--- src/hw/rtl/gpni_pkg.sv ---
// Shared types and constants of the passage neighbor index.
package gpni_pkg;

    localparam int MAX_PASSAGES = 32;
    localparam int COORD_BITS   = 24;
    localparam int IDX_BITS     = 5;
    localparam int BUCKET_BITS  = 16;
    localparam int NUM_SLOTS    = 6;
    localparam int SLOT_BITS    = 3;
    localparam int CNT_BITS     = $clog2(COORD_BITS + 1);

    localparam logic [BUCKET_BITS-1:0] BUCKET_RESET = BUCKET_BITS'(1000);

    localparam logic [1:0] OP_CLEAR = 2'd0;
    localparam logic [1:0] OP_LOAD  = 2'd1;
    localparam logic [1:0] OP_QUERY = 2'd2;

    localparam logic [SLOT_BITS-1:0] LAST_LOAD_SLOT  = SLOT_BITS'(5);
    localparam logic [SLOT_BITS-1:0] LAST_QUERY_SLOT = SLOT_BITS'(2);

    typedef logic signed [COORD_BITS-1:0] coord_t;

    typedef struct packed {
        coord_t x;
        coord_t y;
        coord_t z;
    } point_t;

    typedef struct packed {
        logic clr;
        logic load;
        logic cmp;
        logic shift;
    } cell_ctrl_t;

    typedef struct packed {
        point_t entry_cell;
        point_t exit_cell;
        point_t query_cell;
    } cell_bus_t;

    typedef struct packed {
        logic e;
        logic x;
    } match_t;

    typedef enum logic [2:0] {
        ST_IDLE,
        ST_DIV_START,
        ST_DIV_WAIT,
        ST_STORE,
        ST_CMP,
        ST_WALK
    } state_t;

    // Cell coordinates within one cell of each other, at full precision.
    function automatic logic adjacent(input coord_t a, input coord_t b);
        logic [COORD_BITS:0] d;
        d = {a[COORD_BITS-1], a} - {b[COORD_BITS-1], b};
        return (d == '0) || (d == (COORD_BITS+1)'(1)) || (d == '1);
    endfunction

    function automatic logic near_point(input point_t c, input point_t q);
        return adjacent(c.x, q.x) && adjacent(c.y, q.y) && adjacent(c.z, q.z);
    endfunction

endpackage

--- src/hw/rtl/gpni_cell.sv ---
// One passage slot: stored cells, neighbor test and match shift stage.
module gpni_cell (
    input  logic                clk,
    input  logic                rst_n,
    input  gpni_pkg::cell_ctrl_t ctrl,
    input  gpni_pkg::cell_bus_t  bus,
    input  logic                sel,
    input  gpni_pkg::match_t     match_in,
    output gpni_pkg::match_t     match_out
);
    import gpni_pkg::*;

    logic   valid_reg;
    point_t entry_reg;
    point_t exit_reg;
    match_t match_reg;

    // Hold valid flag and match bits
    always_ff @(posedge clk or negedge rst_n)
    begin
        if (!rst_n)
        begin
            valid_reg <= 1'b0;
            match_reg <= '0;
        end
        else
        begin
            if (ctrl.clr)
                valid_reg <= 1'b0;
            else if (ctrl.load && sel)
                valid_reg <= 1'b1;
            if (ctrl.cmp)
            begin
                match_reg.e <= valid_reg && near_point(entry_reg, bus.query_cell);
                match_reg.x <= valid_reg && near_point(exit_reg, bus.query_cell);
            end
            else if (ctrl.shift)
                match_reg <= match_in;
        end
    end

    // Capture endpoint cells on load
    always_ff @(posedge clk)
    begin
        if (ctrl.load && sel)
        begin
            entry_reg <= bus.entry_cell;
            exit_reg  <= bus.exit_cell;
        end
    end

    assign match_out = match_reg;

endmodule

--- config.mk ---
export PLATFORM = sky130hd
export DESIGN_NAME = gpni_cell
export DESIGN_NICKNAME = d
export VERILOG_FILES = /design/src/hw/rtl/gpni_pkg.sv /design/src/hw/rtl/gpni_cell.sv
export SDC_FILE = /design/constraint.sdc
export NUM_CORES = 1
export LEC_CHECK = 0
export ABC_AREA = 1
export BUFFER_PORTS_ARGS = -buffer_cell sky130_fd_sc_hd__buf_2
export CORE_MARGIN = 1.5
export CORE_UTILIZATION = 44
export DETAILED_ROUTE_END_ITERATION = 10
export GPL_ROUTABILITY_DRIVEN = 0
export PLACE_DENSITY = 0.72
export SYNTH_ARGS = -nofsm -noshare
export SYNTH_HDL_FRONTEND = slang
export SYNTH_SLANG_ARGS = --single-unit
export TNS_END_PERCENT = 10
--- constraint.sdc ---
create_clock -name clk -period 4.3 [get_ports clk]
set_input_delay 0.645 -clock clk [delete_from_list [all_inputs] [get_ports clk]]
set_output_delay 0.645 -clock clk [all_outputs]
set_load 0.005 [all_outputs]
==> results of run 1 <==
-- worst max-delay path, stage by stage (launching register included) --
cell	delay [ps]
edfxtp_1	320
inv_1	40
ha_1	200
fa_1	400
inv_1	110
nand3_1	70
nand2_1	150
nand2_1	90
nand2_1	160
nand2_1	120
nand3b_1	100
nand2_1	80
nor2_1	140
nand2_1	80
nor3_1	200
nand2_1	70
nand2_1	120
nand4_1	100
a21oi_1	130
-- logic make-up (layout without fill, tap and decap cells) --
group           after synthesis  after routing  share of synthesized area
compound gates              190            190                     0.0639
xor+xnor                     41             41                     0.0224
fa+ha+maj                   150            150                      0.120
buf+inv                     469            726                      0.110
flops                       147            147                      0.274
simple gates               1566           1566                      0.409
-- metrics by stage --
stage	total power [mW]	hold slack [ps]	util	cells	cell area (µm²)
final	5.40	340	0.514	3281	18400
after global routing	5.76	339	0.514	3281	18400
after CTS	5.37	332	0.514	3281	18400
after detailed placement	3.80	443	0.497	3248	17700
after global placement	3.75	446	0.497	3248	17700
after floorplan	3.27	349	-	2563	16000
-- routing by layer --
layer	global-route usage	share of wire	up-vias
met5	0	0.00049	-
met4	0.111	0.040	4
met3	0.0381	0.068	149
met2	0.414	0.46	646
met1	0.314	0.44	7703
li1	-	-	8677
-- power breakdown --
| group | total, mW | switching (mW) | internal, mW |
|---|---|---|---|
| registers | 1.73 | 0.0429 | 1.68 |
| clock network | 1.57 | 0.699 | 0.871 |
| logic | 2.10 | 1.37 | 0.734 |
-- worst max-delay path by stage --
stage,to,slack [ps],cells after the start
finish,match_out[1],1520,18
global route,match_out[0],1240,20
CTS,match_out[0],1530,19
detailed placement,match_out[0],1120,20
global placement,match_out[0],1210,20
floorplan,entry_reg[0],340,2
-- cells in the mapped netlist (all sizes together), types with 11 or more instances --
| cell type | count |
|---|---|
| nand2 | 969 |
| ha | 144 |
| o21bai | 11 |
| nand3 | 194 |
| inv | 466 |
| xnor2 | 18 |
| nand4 | 67 |
| nand3b | 22 |
| o21ai | 38 |
| a21oi | 127 |
| xor2 | 23 |
| nor3 | 42 |
| edfxtp | 144 |
| nor2 | 256 |
-- final cells by class --
| type | instances | area share |
|---|---|---|
| tap | 461 | 0.0314 |
| clock buffer | 17 | 0.0232 |
| sequential | 147 | 0.240 |
| multi-input combinational | 1947 | 0.537 |
| inverter | 466 | 0.0956 |
| timing repair buffer | 228 | 0.0633 |
| clock inverter | 15 | 0.00947 |
==> results.toml, run 1 <==
[yosys]
yosys.area.top_type = "edfxtp_1"
syn_area_um2 = 16000
synth_seq_area_share = 0.274
ys_warn_count = 0
ys_dominant_reg_cell = "edfxtp_1"
synth_edf_count = 144
ys_async_sr_fraction = 0.0204
yosysTopAreaCellShare = 0.270
syn_inst = 2563
synthTopCellsByArea = "edfxtp_1, nand2_1, ha_1"
syn_area_per_cell_um2 = 6.25
synthesis.nets = 2938
synth_seq_cells = 147
synth_cell_types = 37

[cells_and_area]
drive_gt1_frac = 0.106
n_antenna_cell = 0
regArea_um2 = 4400
final_nets = 3182
areaGrowthSynthToFinish_pct = 14.5
multiInputGateArea_um2 = 9870
layout_common_cells = "nand2_1, inv_1, nor2_1, buf_2, nand3_1"
fillers = 3619
final_common_cell = "nand2_1"

[routing]
avgViaCountPerCell = 5.24
routedWlPerCell_um = 14.3
ant_nets = 0
dr_total_vias = 17179
drcViolationCount = 13
routed_wl_um = 46900
drt_iter0_drc = 1102
firstDrtPassIters = 9

[grt]
grt_pass1_vias = 16294
antenna_found_initial = 2
grt_pass1_wl_um = 75700
grt_max_degree = 80
groute.usage.overall = 0.247
gr-total-overflow = 0

[floorplan]
core_area_um2 = 35700
die_area_um2 = 37600
ios = 227
std_cell_rows = 69
dieWidth_um = 194
start_util = 0.448
die_height_um = 194

[place]
numPortBuffers = 226
place_ws_ps = 1120
hpwl_um = 38800

[sta]
skew_ps = 11.2
period_minus_slack_ps = 2780
clock.fmax_mhz = 360
setup_viol = 0
rsz0062_at_grt = "false"
worst_pin_slew_ps = 610
setup_ws_ps = 1520
final.period_utilization = 0.647
maxSlewViolCount = 0
fin_tns_setup_ps = 0
slew_headroom = 0.593
hold_viol = 0

[cts]
clockBufferDepth = 2
hold_buffers = 1
cts_resized = 0
cts_buffers = 17
htree_levels = 4
cts_tree = "done"
cts.sinks = 147
clkTransAtPathRegs_ps = 70
clkLatencyLatePin_ps = 470
cts_setup_buffers = 0
cts_root_buf = "clkbuf_16"

[min_path]
hold_start = "ctrl[3]"
holdPathStages = 2
hold_end = "valid_reg"
hp-class = "in2reg"

[outcome]
violations = "design-rule violations"
status = "complete, but fails checks"

[setup_path]
r2r_setup_slack_ps = 1520
rr_startpoint = "entry_reg[24]"
arrival_ps = 3160
cp-end-kind = "flip-flop"
r2r_end = "match_out[1]"
critPathLaunchType = "flip-flop"
reg2reg_depth = 18
path_max_fanout = 4
worstSetupStartpoint = "entry_reg[24]"
critPathRequiredTime_ps = 4680
worstSetupPathType = "reg2reg"

[power_and_ir_drop]
ir_drop_v = 0.000285
power_leakage_nw = 10.1
cellPowerDensity_nw_per_um2 = 294

[flow_run]
cap_violations = 0
Power figures use the tool's default switching activity.
==> inputs of run 2 (changes only) <==
- clock period: 4.3 -> 2.85 ns (I/O delays scaled with it)
==> run 2 against run 1 <==
- the run still ends with design-rule violations left
- clock skew is essentially flat
- sequential share of layout area down 0.26 points
- first-iteration DRC count up 18%
- combinational power grew 53%
- cell area up 1.1%
- wire length hardly changed
- highest routed layer is now met4
==> results.toml, run 2 (synthesis results as in run 1) <==
[outcome]
status = "complete, but fails checks"
violations = "design-rule violations"

[grt]
gr-total-overflow = 0
use_met1 = 0.322
antenna_found_initial = 1
groute.usage.overall = 0.250
gr-usage-met3 = 0.0386
grt_pass1_wl_um = 76300
grt_use_met2 = 0.433
grt_busiest_layer = "met2"
grt_max_degree = 51
grt_pass1_vias = 16430

[routing]
ant_nets = 0
avgViaCountPerCell = 5.22
drcViolationCount = 11
routedWlPerCell_um = 14.2
drt_iter0_drc = 1300
dr_total_vias = 17214
routed_wl_um = 46900
firstDrtPassIters = 9

[sta]
clock.fmax_mhz = 379
period_minus_slack_ps = 2640
worst_pin_slew_ps = 467
slew_headroom = 0.688
final.period_utilization = 0.925
setup_viol = 0
skew_ps = 10.9
maxSlewViolCount = 0
fin_tns_setup_ps = 0
hold_viol = 0
setup_ws_ps = 214

[min_path]
hp-class = "in2reg"
holdPathStages = 2
hold_end = "valid_reg"
hold_start = "ctrl[3]"

[place]
place_ws_ps = -61.4
hpwl_um = 39100
detailed_place.area_um2 = 17900
numPortBuffers = 226

[cts]
clkTransAtPathRegs_ps = 70
clkLatencyLatePin_ps = 460
cts.sinks = 147
clockBufferDepth = 2
cts_buffers = 17
cts_tree = "done"
cts_root_buf = "clkbuf_16"
htree_levels = 4

[floorplan]
ios = 227
die_area_um2 = 37600
start_util = 0.448
core_area_um2 = 35700
dieWidth_um = 194
std_cell_rows = 69
die_height_um = 194

[cells_and_area]
final_nets = 3199
finalInstanceArea_um2 = 18600
drive_gt1_frac = 0.119
areaGrowthSynthToFinish_pct = 15.8
layout_common_cells = "nand2_1, inv_1, nor2_1, buf_2, nand3_1"
final_common_cell = "nand2_1"

[setup_path]
critPathLaunchType = "flip-flop"
crit_path_frequent_cell = "nand2_1"
r2r_end = "match_out[1]"
critPathRequiredTime_ps = 3240
crit_chain = "inv_1, ha_1, fa_1, inv_1, nand3_1, nand2_2, nand2_1, a21oi_1, o21bai_1, nand2_1, nand2_1, nor2_2, nand2_1, nor2_1, nand2_1, nand2_2, nand4_1, a21oi_2"
r2r_setup_slack_ps = 210
cp-end-kind = "flip-flop"
critPathSlowestCell = "fa_1"
arrival_ps = 3030
worstSetupPathType = "reg2reg"
crit_buf_inv = 2
rr_startpoint = "entry_reg[48]"
cp_top_family = "simple AND/OR/NAND/NOR gates"
path_max_fanout = 3
reg2reg_depth = 18
cp_slowest_stage_delay_ps = 390

[flow_run]
cap_violations = 0

[power_and_ir_drop]
power_leakage_nw = 10.1
cellPowerDensity_nw_per_um2 = 435
ir_drop_v = 0.000633
-- run 2: cell type report --
cell class	count	area, µm²
fill	3682	17200
clock inverter	15	141
sequential	147	4400
inverter	466	1750
antenna	1	2.50
tap	461	577
clock buffer	17	425
timing repair buffer	245	1310
multi-input combinational	1947	9940
-- run 2: worst max-delay path by stage --
stage / startpoint / slack (ps) / endpoint / depth (start not counted)
4_1_cts: exit_reg[24] / 130 / match_out[0] / 20
6_report: entry_reg[48] / 210 / match_out[1] / 18
2_1_floorplan: ctrl[2] / -140 / entry_reg[0] / 2
3_5_place_dp: bus[24] / -60 / match_out[0] / 20
5_1_grt: entry_reg[48] / -20 / match_out[1] / 20
3_3_place_gp: bus[24] / 40 / match_out[0] / 21
-- run 2: metal layers --
metal,vias up,share of wire
li1,8729,-
met3,93,0.071
met2,652,0.47
met1,7740,0.44
met5,-,0
met4,0,0.024
-- run 2: where the power goes --
part / leakage (nW) / internal [mW] / switching, mW / total (mW)
Sequential: 1.39 / 2.54 / 0.0637 / 2.60
Clock: 0.271 / 1.15 / 1.09 / 2.25
Combinational: 8.47 / 1.15 / 2.08 / 3.22
-- run 2: repair_timing --
action,4_1_cts,5_1_grt
resized for setup,0,20
setup buffers,0,2
hold buffers,1,0
endpoints found under the setup margin,0,2
endpoints found under the hold margin,3,0
-- run 2: metrics by stage --
stage,std cells,hold slack (ps),power [mW],utilization
final,3299,114,8.07,0.519
after global routing,3299,101,8.65,0.519
after CTS,3296,88.6,8.05,0.517
after detailed placement,3263,228,5.78,0.501
after global placement,3263,226,5.70,0.501
after floorplan,2563,132,4.93,-
