==> src/hw/rtl/gpni_pkg.sv <==
// Shared types and constants of the passage neighbor index.
package gpni_pkg;

    localparam int MAX_PASSAGES = 32;
    localparam int COORD_BITS   = 24;
    localparam int IDX_BITS     = 5;
    localparam int BUCKET_BITS  = 16;
    localparam int NUM_SLOTS    = 6;
    localparam int SLOT_BITS    = 3;
    localparam int CNT_BITS     = $clog2(COORD_BITS + 1);

    localparam logic [BUCKET_BITS-1:0] BUCKET_RESET = BUCKET_BITS'(1000);

    localparam logic [1:0] OP_CLEAR = 2'd0;
    localparam logic [1:0] OP_LOAD  = 2'd1;
    localparam logic [1:0] OP_QUERY = 2'd2;

    localparam logic [SLOT_BITS-1:0] LAST_LOAD_SLOT  = SLOT_BITS'(5);
    localparam logic [SLOT_BITS-1:0] LAST_QUERY_SLOT = SLOT_BITS'(2);

    typedef logic signed [COORD_BITS-1:0] coord_t;

    typedef struct packed {
        coord_t x;
        coord_t y;
        coord_t z;
    } point_t;

    typedef struct packed {
        logic clr;
        logic load;
        logic cmp;
        logic shift;
    } cell_ctrl_t;

    typedef struct packed {
        point_t entry_cell;
        point_t exit_cell;
        point_t query_cell;
    } cell_bus_t;

    typedef struct packed {
        logic e;
        logic x;
    } match_t;

    typedef enum logic [2:0] {
        ST_IDLE,
        ST_DIV_START,
        ST_DIV_WAIT,
        ST_STORE,
        ST_CMP,
        ST_WALK
    } state_t;

    // Cell coordinates within one cell of each other, at full precision.
    function automatic logic adjacent(input coord_t a, input coord_t b);
        logic [COORD_BITS:0] d;
        d = {a[COORD_BITS-1], a} - {b[COORD_BITS-1], b};
        return (d == '0) || (d == (COORD_BITS+1)'(1)) || (d == '1);
    endfunction

    function automatic logic near_point(input point_t c, input point_t q);
        return adjacent(c.x, q.x) && adjacent(c.y, q.y) && adjacent(c.z, q.z);
    endfunction

endpackage

==> src/hw/rtl/gpni_div.sv <==
// Iterative floor divider: signed coordinate by unsigned bucket size.
module gpni_div (
    input  logic                             clk,
    input  logic                             rst_n,
    input  logic                             start,
    input  gpni_pkg::coord_t                 dividend,
    input  logic [gpni_pkg::BUCKET_BITS-1:0] divisor,
    output logic                             done,
    output gpni_pkg::coord_t                 quotient
);
    import gpni_pkg::*;

    logic [COORD_BITS-1:0]  q_reg;
    logic [BUCKET_BITS-1:0] r_reg;
    logic [BUCKET_BITS-1:0] d_reg;
    logic                   neg_reg;
    logic                   run_reg;
    logic                   done_reg;
    logic [CNT_BITS-1:0]    cnt_reg;
    logic [BUCKET_BITS:0]   trial;
    logic                   fit;
    logic [COORD_BITS-1:0]  mag;

    assign mag   = dividend[COORD_BITS-1] ? -dividend : dividend;
    assign trial = {r_reg, q_reg[COORD_BITS-1]};
    assign fit   = trial >= {1'b0, d_reg};

    // Shift one quotient bit per cycle
    always_ff @(posedge clk or negedge rst_n)
    begin
        if (!rst_n)
        begin
            run_reg  <= 1'b0;
            done_reg <= 1'b0;
            cnt_reg  <= '0;
        end
        else
        begin
            done_reg <= 1'b0;
            if (start)
            begin
                run_reg <= 1'b1;
                cnt_reg <= CNT_BITS'(COORD_BITS);
            end
            else if (run_reg)
            begin
                if (cnt_reg != '0)
                    cnt_reg <= cnt_reg - 1'b1;
                else
                begin
                    run_reg  <= 1'b0;
                    done_reg <= 1'b1;
                end
            end
        end
    end

    always_ff @(posedge clk)
    begin
        if (start)
        begin
            q_reg   <= mag;
            r_reg   <= '0;
            d_reg   <= divisor;
            neg_reg <= dividend[COORD_BITS-1];
        end
        else if (run_reg && cnt_reg != '0)
        begin
            r_reg <= fit ? BUCKET_BITS'(trial - {1'b0, d_reg}) : trial[BUCKET_BITS-1:0];
            q_reg <= {q_reg[COORD_BITS-2:0], fit};
        end
    end

    // Round toward minus infinity for negative dividends
    always_comb
    begin
        if (!neg_reg)
            quotient = q_reg;
        else if (r_reg != '0)
            quotient = ~q_reg;
        else
            quotient = -q_reg;
    end

    assign done = done_reg;

endmodule

==> config.mk <==
export PLATFORM = sky130hd
export DESIGN_NAME = gpni_div
export DESIGN_NICKNAME = d
export VERILOG_FILES = /design/src/hw/rtl/gpni_pkg.sv /design/src/hw/rtl/gpni_div.sv
export SDC_FILE = /design/constraint.sdc
export NUM_CORES = 1
export LEC_CHECK = 0
export BUFFER_PORTS_ARGS = -buffer_cell sky130_fd_sc_hd__buf_2
export CAP_MARGIN = 5
export CELL_PAD_IN_SITES_DETAIL_PLACEMENT = 1
export CELL_PAD_IN_SITES_GLOBAL_PLACEMENT = 2
export CORE_MARGIN = 1
export CORE_UTILIZATION = 38
export CTS_CLUSTER_SIZE = 30
export DETAILED_ROUTE_END_ITERATION = 8
export GPL_ROUTABILITY_DRIVEN = 0
export GPL_TIMING_DRIVEN = 0
export HOLD_SLACK_MARGIN = 0.06
export PLACE_DENSITY = 0.92
export SYNTH_ARGS = -nofsm -noshare
export SYNTH_HDL_FRONTEND = slang
export SYNTH_SLANG_ARGS = --single-unit
==> constraint.sdc <==
create_clock -name clk -period 7.1 [get_ports clk]
set_clock_uncertainty 0.05 [all_clocks]
set_input_delay 1.42 -clock clk [delete_from_list [all_inputs] [get_ports clk]]
set_output_delay 1.42 -clock clk [all_outputs]
set_load 0.05 [all_outputs]
==> flow_summary.json, run 1 <==
{
  "worst_slack_ns": 2.49,
  "antenna_found_initial": 0,
  "num_antenna_cells": 0,
  "synth_top_area_share_pct": 28.3,
  "core_area_um2": 11000,
  "grt_overflow": 0,
  "yosysWarnings": 0,
  "dp_hpwl_um": 9490,
  "cell_internal_pwr_uw": 889,
  "fillers": 1318,
  "place_ws_ns": 2.85,
  "dr.pass1.iters": 4,
  "cts_resized": 0,
  "final_cell_area_um2": 5180,
  "synth_top_area_cell": "edfxtp_1",
  "p_leak_nw": 2.07,
  "final_common_cell": "buf_2",
  "critical_path_arrival_ns": 3.14,
  "final.setup.tns_ns": 0,
  "critical_path_required_ns": 5.63,
  "seq_area_frac_synth_pct": 39.6,
  "synth_edf_count": 41,
  "vdd_drop_max_v": 0.000125,
  "synth-main-ff-cell": "edfxtp_1",
  "setup_violations": 0,
  "synthArstFlopShare_pct": 10.9,
  "switching_share_pct": 36.5,
  "final_cell_mix": "buf_2 (69), nand2_1 (47), a21oi_1 (41), edfxtp_1 (41), nor2_1 (39)",
  "grt_max_degree": 28,
  "power.density_nw_per_um2": 270,
  "status": "finished, final reports clean",
  "slowest_stage": "or4_1",
  "grtUsageTotal_pct": 23.1,
  "post_cts_buffers": 0,
  "postCtsHoldBufs": 0,
  "largest_reg_flops": 24,
  "clkTransAtPathRegs_ns": 0.05,
  "max_slew_margin_pct": 29.0,
  "p_clk_share_pct": 33.5,
  "cp_common_cell": "buf_2",
  "syn_inst": 479,
  "rsz0062_at_grt": "false",
  "grt_pass1_vias": 4194,
  "area_growth_pct": 19.0,
  "cp-end-kind": "primary output",
  "period_needed_ns": 4.61,
  "dp_cells": 686,
  "via_count": 3912,
  "synth_nets": 543,
  "hold_slack_ns": 0.445,
  "io_pins": 68,
  "rows": 38,
  "port_buffers": 67,
  "clk_latency_ns": 0.33,
  "slew_viol_final": 0,
  "fin_crit_sh_pct": 64.9,
  "cpPeakStageDelay_ns": 0.63,
  "max_slew.worst_pin.slew_ns": 1.06,
  "hold_viol_final": 0,
  "nets": 621,
  "routedWlPerCell_um": 18.2,
  "numCtsBuffers": 9,
  "die_w_um": 109,
  "cts_buffer_depth": 2,
  "power_frac_comb_pct": 31.6,
  "layout-drive-gt1-share_pct": 16.7,
  "syn_avg_cell_area_um2": 9.10,
  "start_util_pct": 39.7,
  "synth.area.top_cells": "edfxtp_1 (28%), dfxtp_1 (7.4%), xnor2_1 (7.0%)",
  "ys_ff_latch": 64,
  "cp_max_fo": 9,
  "worstPathCellList": "nor4_1 -> and4_1 -> buf_2 -> nand3_1 -> or4_1 -> o31ai_1 -> xnor2_1 -> buf_2",
  "clock-sinks": 64,
  "cp-start-kind": "flop",
  "utilization_pct": 47.2,
  "grt_pass1_wl_um": 20900,
  "max_cap_viol_count": 0,
  "cts-htree-levels": 3,
  "seqPwrFrac_pct": 34.8,
  "die_h_um": 109,
  "final_cells": 702,
  "ant_nets": 0,
  "placed_area_um2": 4870,
  "cts_tree": "done",
  "cts_root_buf": "clkbuf_16",
  "avgViaCountPerCell": 5.57,
  "drt_iter0_drc": 185,
  "wl_um": 12800,
  "syn_area_um2": 4360,
  "clock.fmax_mhz": 217,
  "yosysUniqueCellTypes": 54,
  "switching_power_uw": 512,
  "die-area_um2": 11900,
  "critPathKind": "reg2out",
  "hp-class": "reg2reg",
  "power_mw": 1.40,
  "drc": 0
}
## power by group through the flow
stage / Sequential, mW / Combinational, mW / Clock [mW]
after floorplan: 0.481 / 0.335 / 0
after global placement: 0.492 / 0.427 / 0
after detailed placement: 0.496 / 0.440 / 0
after CTS: 0.488 / 0.445 / 0.476
after global routing: 0.494 / 0.481 / 0.491
final: 0.488 / 0.443 / 0.470
## worst max-delay path: cells and delay by family (launching register included)
kind | cells | cell delay [ns]
and+or+nand+nor | 4 | 1.54
buffers and inverters | 2 | 0.46
AOI/OAI and AO/OA | 1 | 0.32
xor gates and xnor gates | 1 | 0.15
DFF | 1 | 0.33
## layout make-up
type	count	area (um2)	area share, %
plain buffers	21	81.3	1.57
clock buffers	11	264	5.09
clock inverters	5	52.6	1.01
inverters	31	116	2.24
multi-input cells	363	2430	46.9
flip-flops and latches	64	1730	33.3
well taps	140	175	3.38
repair buffers	67	335	6.47
## worst paths after layout
path,cells after the start,endpoint,from,slack [ns]
max,8,quotient[22],r_reg[2]$_SDFFE_PP0P_,2.49
min,2,r_reg[3]$_SDFFE_PP0P_,r_reg[3]$_SDFFE_PP0P_,0.44
max reg2reg,10,r_reg[14]$_SDFFE_PP0P_,d_reg[10]$_DFFE_PP_,4.18
min reg2reg,2,r_reg[3]$_SDFFE_PP0P_,r_reg[3]$_SDFFE_PP0P_,0.44
max in group asynchronous,1,cnt_reg[2]$_DFFE_PN0P_,rst_n,5.97
min in group asynchronous,1,done$_DFF_PN0_,rst_n,0.86
## synthesized netlist by cell type (all sizes together), types with 3 or more instances
master	count
nand3	10
buf	4
a21oi	41
o41ai	4
xor2	23
nor4	7
nor2b	4
nand2	47
o21ai	28
nand2b	5
edfxtp	41
a21o	3
nand4	4
dfxtp	16
o211ai	5
clkbuf	17
nor2	39
ha	20
nor3	7
o31ai	16
and4	4
inv	31
dfrtp	7
or3	11
o21a	3
xnor2	35
or4	7
mux2i	11
## per-layer routing
metal / share of wire, % / track usage (%) / wire length (um) / vias up
li1: - / - / - / 1884
met1: 45 / 29.3 / 5720 / 1928
met2: 50 / 39.3 / 6380 / 80
met3: 3.9 / 3.35 / 501 / 20
met4: 1.4 / 9.36 / 185 / 0
met5: 0 / 0 / 0 / -
## cell families after synthesis
logic type,share of synthesized area [%]
AO/OA/AOI/OAI,17.7
XOR/XNOR,11.7
adder cells (fa/ha/maj),6.20
buffers and inverters,4.54
flip-flops,39.6
multiplexers,2.87
AND/OR/NAND/NOR,17.4
No activity file was read; power rests on OpenSTA's default activity.
==> run 2: changes to the inputs <==
--- a/config.mk
+++ b/config.mk
@@ -10,13 +10,13 @@
 export CELL_PAD_IN_SITES_DETAIL_PLACEMENT = 1
 export CELL_PAD_IN_SITES_GLOBAL_PLACEMENT = 2
 export CORE_MARGIN = 1
-export CORE_UTILIZATION = 38
+export CORE_UTILIZATION = 35
 export CTS_CLUSTER_SIZE = 30
 export DETAILED_ROUTE_END_ITERATION = 8
 export GPL_ROUTABILITY_DRIVEN = 0
 export GPL_TIMING_DRIVEN = 0
 export HOLD_SLACK_MARGIN = 0.06
-export PLACE_DENSITY = 0.92
+export PLACE_DENSITY = 0.86
 export SYNTH_ARGS = -nofsm -noshare
 export SYNTH_HDL_FRONTEND = slang
 export SYNTH_SLANG_ARGS = --single-unit
==> constraint.sdc (replaced) <==
create_clock -name clk -period 4.4 [get_ports clk]
set_clock_uncertainty 0.05 [all_clocks]
set_input_delay 0.88 -clock clk [delete_from_list [all_inputs] [get_ports clk]]
set_output_delay 0.88 -clock clk [all_outputs]
set_load 0.05 [all_outputs]
==> run 2 against run 1 <==
Power rose by 57%. Setup slack got worse by 2.1 ns. Utilization decreased by 4.1 points. Sequential cell count unchanged.
==> flow_summary.json, run 2 (synthesis gave the netlist of run 1 again) <==
{
  "period_needed_ns": 3.96,
  "largest_reg_flops": 24,
  "numCtsBuffers": 9,
  "dr.pass1.iters": 4,
  "die-area_um2": 12900,
  "cp-end-kind": "primary output",
  "regToRegStartpoint": "r_reg[11]$_SDFFE_PP0P_",
  "vdd_drop_max_v": 0.000156,
  "rows": 40,
  "nets": 621,
  "port_buffers": 67,
  "cts_root_buf": "clkbuf_16",
  "final_cells": 730,
  "final_common_cell": "buf_2",
  "area_growth_pct": 19.3,
  "hold_viol_final": 0,
  "cts_tree": "done",
  "place_ws_ns": 0.729,
  "routedWlPerCell_um": 16.5,
  "grt_pass1_wl_um": 19900,
  "final_cell_area_um2": 5200,
  "cp-start-kind": "flop",
  "drc": 0,
  "critical_path_required_ns": 3.47,
  "post_cts_buffers": 0,
  "max_slew_margin_pct": 25.6,
  "core_area_um2": 12100,
  "final.setup.tns_ns": 0,
  "layout-drive-gt1-share_pct": 16.4,
  "wl_um": 12100,
  "via_count": 3812,
  "crit_path_end": "quotient[20]",
  "fin_crit_sh_pct": 90.0,
  "clock.fmax_mhz": 252,
  "power.density_nw_per_um2": 423,
  "slew_viol_final": 0,
  "max_cap_viol_count": 0,
  "grt_max_degree": 28,
  "ant_nets": 0,
  "grtUsageTotal_pct": 20.0,
  "critPathLaunch": "r_reg[2]$_SDFFE_PP0P_",
  "rr_endpoint": "r_reg[15]$_SDFFE_PP0P_",
  "cts_resized": 0,
  "clk_latency_ns": 0.33,
  "cp_max_fo": 9,
  "grt_pass1_vias": 3959,
  "num_antenna_cells": 0,
  "cts_buffer_depth": 2,
  "utilization_pct": 43.1,
  "die_w_um": 114,
  "status": "finished, final reports clean",
  "start_util_pct": 36.1,
  "grt_overflow": 0,
  "drt_iter0_drc": 158,
  "final_cell_mix": "buf_2 (69), nand2_1 (47), a21oi_1 (41), edfxtp_1 (41), nor2_1 (39)",
  "clkTransAtPathRegs_ns": 0.05,
  "regToRegSetupSlack_ns": 1.45,
  "antenna_found_initial": 0,
  "cts-htree-levels": 3,
  "rr_worst_depth": 9,
  "placed_area_um2": 4900,
  "dp_cells": 714,
  "hp-class": "in2async",
  "critical_path_arrival_ns": 3.03,
  "avgViaCountPerCell": 5.22,
  "critPathKind": "reg2out",
  "max_slew.worst_pin.slew_ns": 1.12,
  "dp_hpwl_um": 9320,
  "rsz0062_at_grt": "false",
  "postCtsHoldBufs": 0,
  "io_pins": 68,
  "setup_violations": 0,
  "p_leak_nw": 2.06,
  "die_h_um": 114,
  "worst_slack_ns": 0.438,
  "clock-sinks": 64
}
-- run 2: changes by cell type in the layout (fill, tap and decap cells not counted), sizes merged --
cell / change
bufinv: -1
clkbuf: +3
clkinv: -1
clkinvlp: -1
-- run 2: final cells by class --
type	instances	area [um2]
plain buffers	21	81.3
well taps	168	210
flip-flops and latches	64	1730
clock inverters	2	10.0
repair buffers	67	335
inverters	31	116
fillers	1435	6860
clock buffers	14	285
multi-input cells	363	2430
-- run 2: how the worst min path moves through the flow --
stage                                   to  slack (ns)  depth (start not counted)
floorplan           r_reg[12]$_SDFFE_PP0P_        0.41                          2
global placement     r_reg[3]$_SDFFE_PP0P_        0.45                          2
detailed placement   r_reg[3]$_SDFFE_PP0P_        0.45                          2
CTS                 cnt_reg[0]$_DFFE_PN0P_        0.33                          1
global route        cnt_reg[0]$_DFFE_PN0P_        0.34                          1
finish              cnt_reg[3]$_DFFE_PN0P_        0.33                          1
-- run 2: metal layers --
| layer | part of all wire [%] | up-vias | global-route usage, % |
|---|---|---|---|
| met5 | 0 | - | 0 |
| met4 | 1.5 | 0 | 6.67 |
| met3 | 3.9 | 17 | 3.56 |
| li1 | - | 1890 | - |
| met1 | 47 | 1835 | 25.9 |
| met2 | 48 | 70 | 33.7 |
-- run 2: per-stage QoR --
stage | power, mW | hold slack (ns)
CTS | 2.22 | 0.332
floorplan | 1.32 | 0.414
global placement | 1.49 | 0.446
finish | 2.20 | 0.333
detailed placement | 1.51 | 0.454
global route | 2.31 | 0.336
-- run 2: critical path, cell delays in order (launching register included) --
cell	delay [ns]
dfxtp_1	0.33
nor4_1	0.41
and4_1	0.27
buf_2	0.20
nand3_1	0.18
or4_1	0.60
o31ai_1	0.28
xnor2_1	0.15
buf_2	0.28
-- run 2: report_power, final --
part | internal [mW] | switching [mW]
clock | 0.445 | 0.254
sequential | 0.717 | 0.0694
combinational | 0.233 | 0.478
==> run 3: changes to the inputs <==
==> config.mk (replaced) <==
export PLATFORM = sky130hd
export DESIGN_NAME = gpni_div
export DESIGN_NICKNAME = d
export VERILOG_FILES = /design/src/hw/rtl/gpni_pkg.sv /design/src/hw/rtl/gpni_div.sv
export SDC_FILE = /design/constraint.sdc
export NUM_CORES = 1
export LEC_CHECK = 0
export BUFFER_PORTS_ARGS = -buffer_cell sky130_fd_sc_hd__buf_4
export CAP_MARGIN = 5
export CELL_PAD_IN_SITES_DETAIL_PLACEMENT = 1
export CELL_PAD_IN_SITES_GLOBAL_PLACEMENT = 2
export CORE_MARGIN = 1
export CORE_UTILIZATION = 36
export CTS_BUF_LIST = sky130_fd_sc_hd__clkbuf_4 sky130_fd_sc_hd__clkbuf_8
export CTS_CLUSTER_SIZE = 30
export DETAILED_ROUTE_END_ITERATION = 8
export GPL_ROUTABILITY_DRIVEN = 0
export GPL_TIMING_DRIVEN = 0
export HOLD_SLACK_MARGIN = 0.06
export PLACE_DENSITY = 0.88
export SYNTH_ARGS = -nofsm -noshare
export SYNTH_HDL_FRONTEND = slang
export SYNTH_SLANG_ARGS = --single-unit
==> run 3 against run 2 <==
The flow now finishes with violations (design-rule violations). Critical path depth unchanged. Clock power down 33%. Via count up 0.31%. Setup slack worse by 0.089 ns. Combinational power up 6.3%. Critical path type unchanged. Largest cell class unchanged.
==> flow_summary.json, run 3 (synthesis gave the netlist of run 1 again) <==
{
  "status": "complete, but fails checks",
  "violations": "design-rule violations",
  "utilization_pct": 44.9,
  "worst_slack_ns": 0.349,
  "grt_overflow": 0,
  "post_cts_buffers": 0,
  "critical_path_required_ns": 3.47,
  "cell_internal_pwr_mw": 1.22,
  "clock-sinks": 64,
  "fin_crit_sh_pct": 92.1,
  "switching_power_uw": 793,
  "numCtsBuffers": 9,
  "clkTransAtPathRegs_ns": 0.07,
  "power.density_nw_per_um2": 386,
  "place_ws_ns": 0.715,
  "final.setup.tns_ns": 0,
  "grtUsageTotal_pct": 20.9,
  "slew_viol_final": 0,
  "seqPwrFrac_pct": 39.2,
  "critical_path_arrival_ns": 3.12,
  "vdd_drop_max_v": 0.000163,
  "rsz0062_at_grt": "false",
  "cp-end-kind": "primary output",
  "cts_buffer_depth": 2,
  "power_frac_comb_pct": 37.6,
  "hold_viol_final": 0,
  "die_w_um": 112,
  "period_needed_ns": 4.05,
  "cp_max_fo": 9,
  "num_antenna_cells": 0,
  "avgViaCountPerCell": 5.42,
  "cp-start-kind": "flop",
  "setup_violations": 0,
  "max_cap_viol_count": 0,
  "hp-class": "in2async",
  "cts_root_buf": "clkbuf_8",
  "drt_iter0_drc": 186,
  "area_growth_pct": 19.6,
  "ant_nets": 0,
  "drc": 7,
  "cts_resized": 0,
  "antenna_found_initial": 0,
  "final_cells": 705,
  "layout-drive-gt1-share_pct": 16.7,
  "grt_pass1_vias": 4024,
  "switching_share_pct": 39.4,
  "p_clk_share_pct": 23.3,
  "dp_cells": 689,
  "dp_hpwl_um": 9670,
  "grt_pass1_wl_um": 20600,
  "clock.fmax_mhz": 247,
  "postCtsHoldBufs": 0,
  "max_slew.worst_pin.slew_ns": 1.07,
  "rows": 39,
  "port_buffers": 67,
  "via_count": 3824,
  "final_common_cell": "buf_4",
  "critPathKind": "reg2out",
  "io_pins": 68,
  "nets": 621,
  "power_mw": 2.01,
  "final_cell_mix": "buf_4 (67), nand2_1 (47), a21oi_1 (41), edfxtp_1 (41), nor2_1 (39)",
  "core_area_um2": 11600,
  "dr.pass1.iters": 6,
  "die-area_um2": 12500,
  "routedWlPerCell_um": 17.8,
  "max_slew_margin_pct": 28.4,
  "die_h_um": 112,
  "p_leak_nw": 2.07,
  "wl_um": 12600,
  "grt_max_degree": 28,
  "start_util_pct": 37.5,
  "cts_tree": "done",
  "cts-htree-levels": 3,
  "largest_reg_flops": 24,
  "clk_latency_ns": 0.35
}
-- run 3: changes by cell type in the layout (fill, tap and decap cells not counted) --
cell       before  now
clkinv_2        2    4
clkbuf_1       19   17
buf_2          69    2
clkbuf_4        0    2
buf_4           0   67
clkbuf_16      10    0
clkbuf_8        2   10
-- run 3: power groups by stage --
stage / Combinational, mW / Clock, mW / Sequential (mW)
finish: 0.756 / 0.468 / 0.788
global route: 0.821 / 0.499 / 0.797
CTS: 0.760 / 0.481 / 0.787
detailed placement: 0.757 / 0 / 0.801
global placement: 0.739 / 0 / 0.795
floorplan: 0.541 / 0 / 0.776
-- run 3: layer usage --
metal,vias up,wire (um),GRT usage [%]
met5,-,0,0
met4,0,173,7.29
met3,13,482,2.75
met2,59,5870,35.0
met1,1865,6040,27.9
li1,1887,-,-
-- run 3: per-stage QoR --
step | hold slack [ns] | cell area, um2
3_3_place_gp | 0.437 | 5040
2_1_floorplan | 0.414 | 4360
6_report | 0.276 | 5210
4_1_cts | 0.261 | 5210
3_5_place_dp | 0.452 | 5040
5_1_grt | 0.273 | 5210
-- run 3: layout make-up --
| type | instances | area, um2 |
|---|---|---|
| inverters | 31 | 116 |
| flip-flops and latches | 64 | 1730 |
| multi-input cells | 363 | 2430 |
| clock inverters | 4 | 20.0 |
| fillers | 1364 | 6400 |
| well taps | 143 | 179 |
| repair buffers | 67 | 503 |
| plain buffers | 21 | 81.3 |
| clock buffers | 12 | 153 |
-- run 3: worst max-delay path: stages (launching register included) --
cell and delay (ns):
dfxtp_1 0.34, nor4_1 0.48, and4_1 0.28, buf_2 0.20, nand3_1 0.20, or4_1 0.61
o31ai_1 0.29, xnor2_1 0.16, buf_4 0.22
-- run 3: path summary, 6_finish.rpt --
path                                         from                endpoint  slack (ns)  cells past startpoint
max                         r_reg[2]$_SDFFE_PP0P_            quotient[18]        0.35                      8
min                                         rst_n  cnt_reg[1]$_DFFE_PN0P_        0.28                      1
max reg2reg                r_reg[11]$_SDFFE_PP0P_  r_reg[14]$_SDFFE_PP0P_        1.23                      9
min reg2reg                 r_reg[4]$_SDFFE_PP0P_   r_reg[4]$_SDFFE_PP0P_        0.46                      2
max in group asynchronous                   rst_n  cnt_reg[2]$_DFFE_PN0P_        3.90                      1
min in group clk            r_reg[4]$_SDFFE_PP0P_   r_reg[4]$_SDFFE_PP0P_        0.46                      2
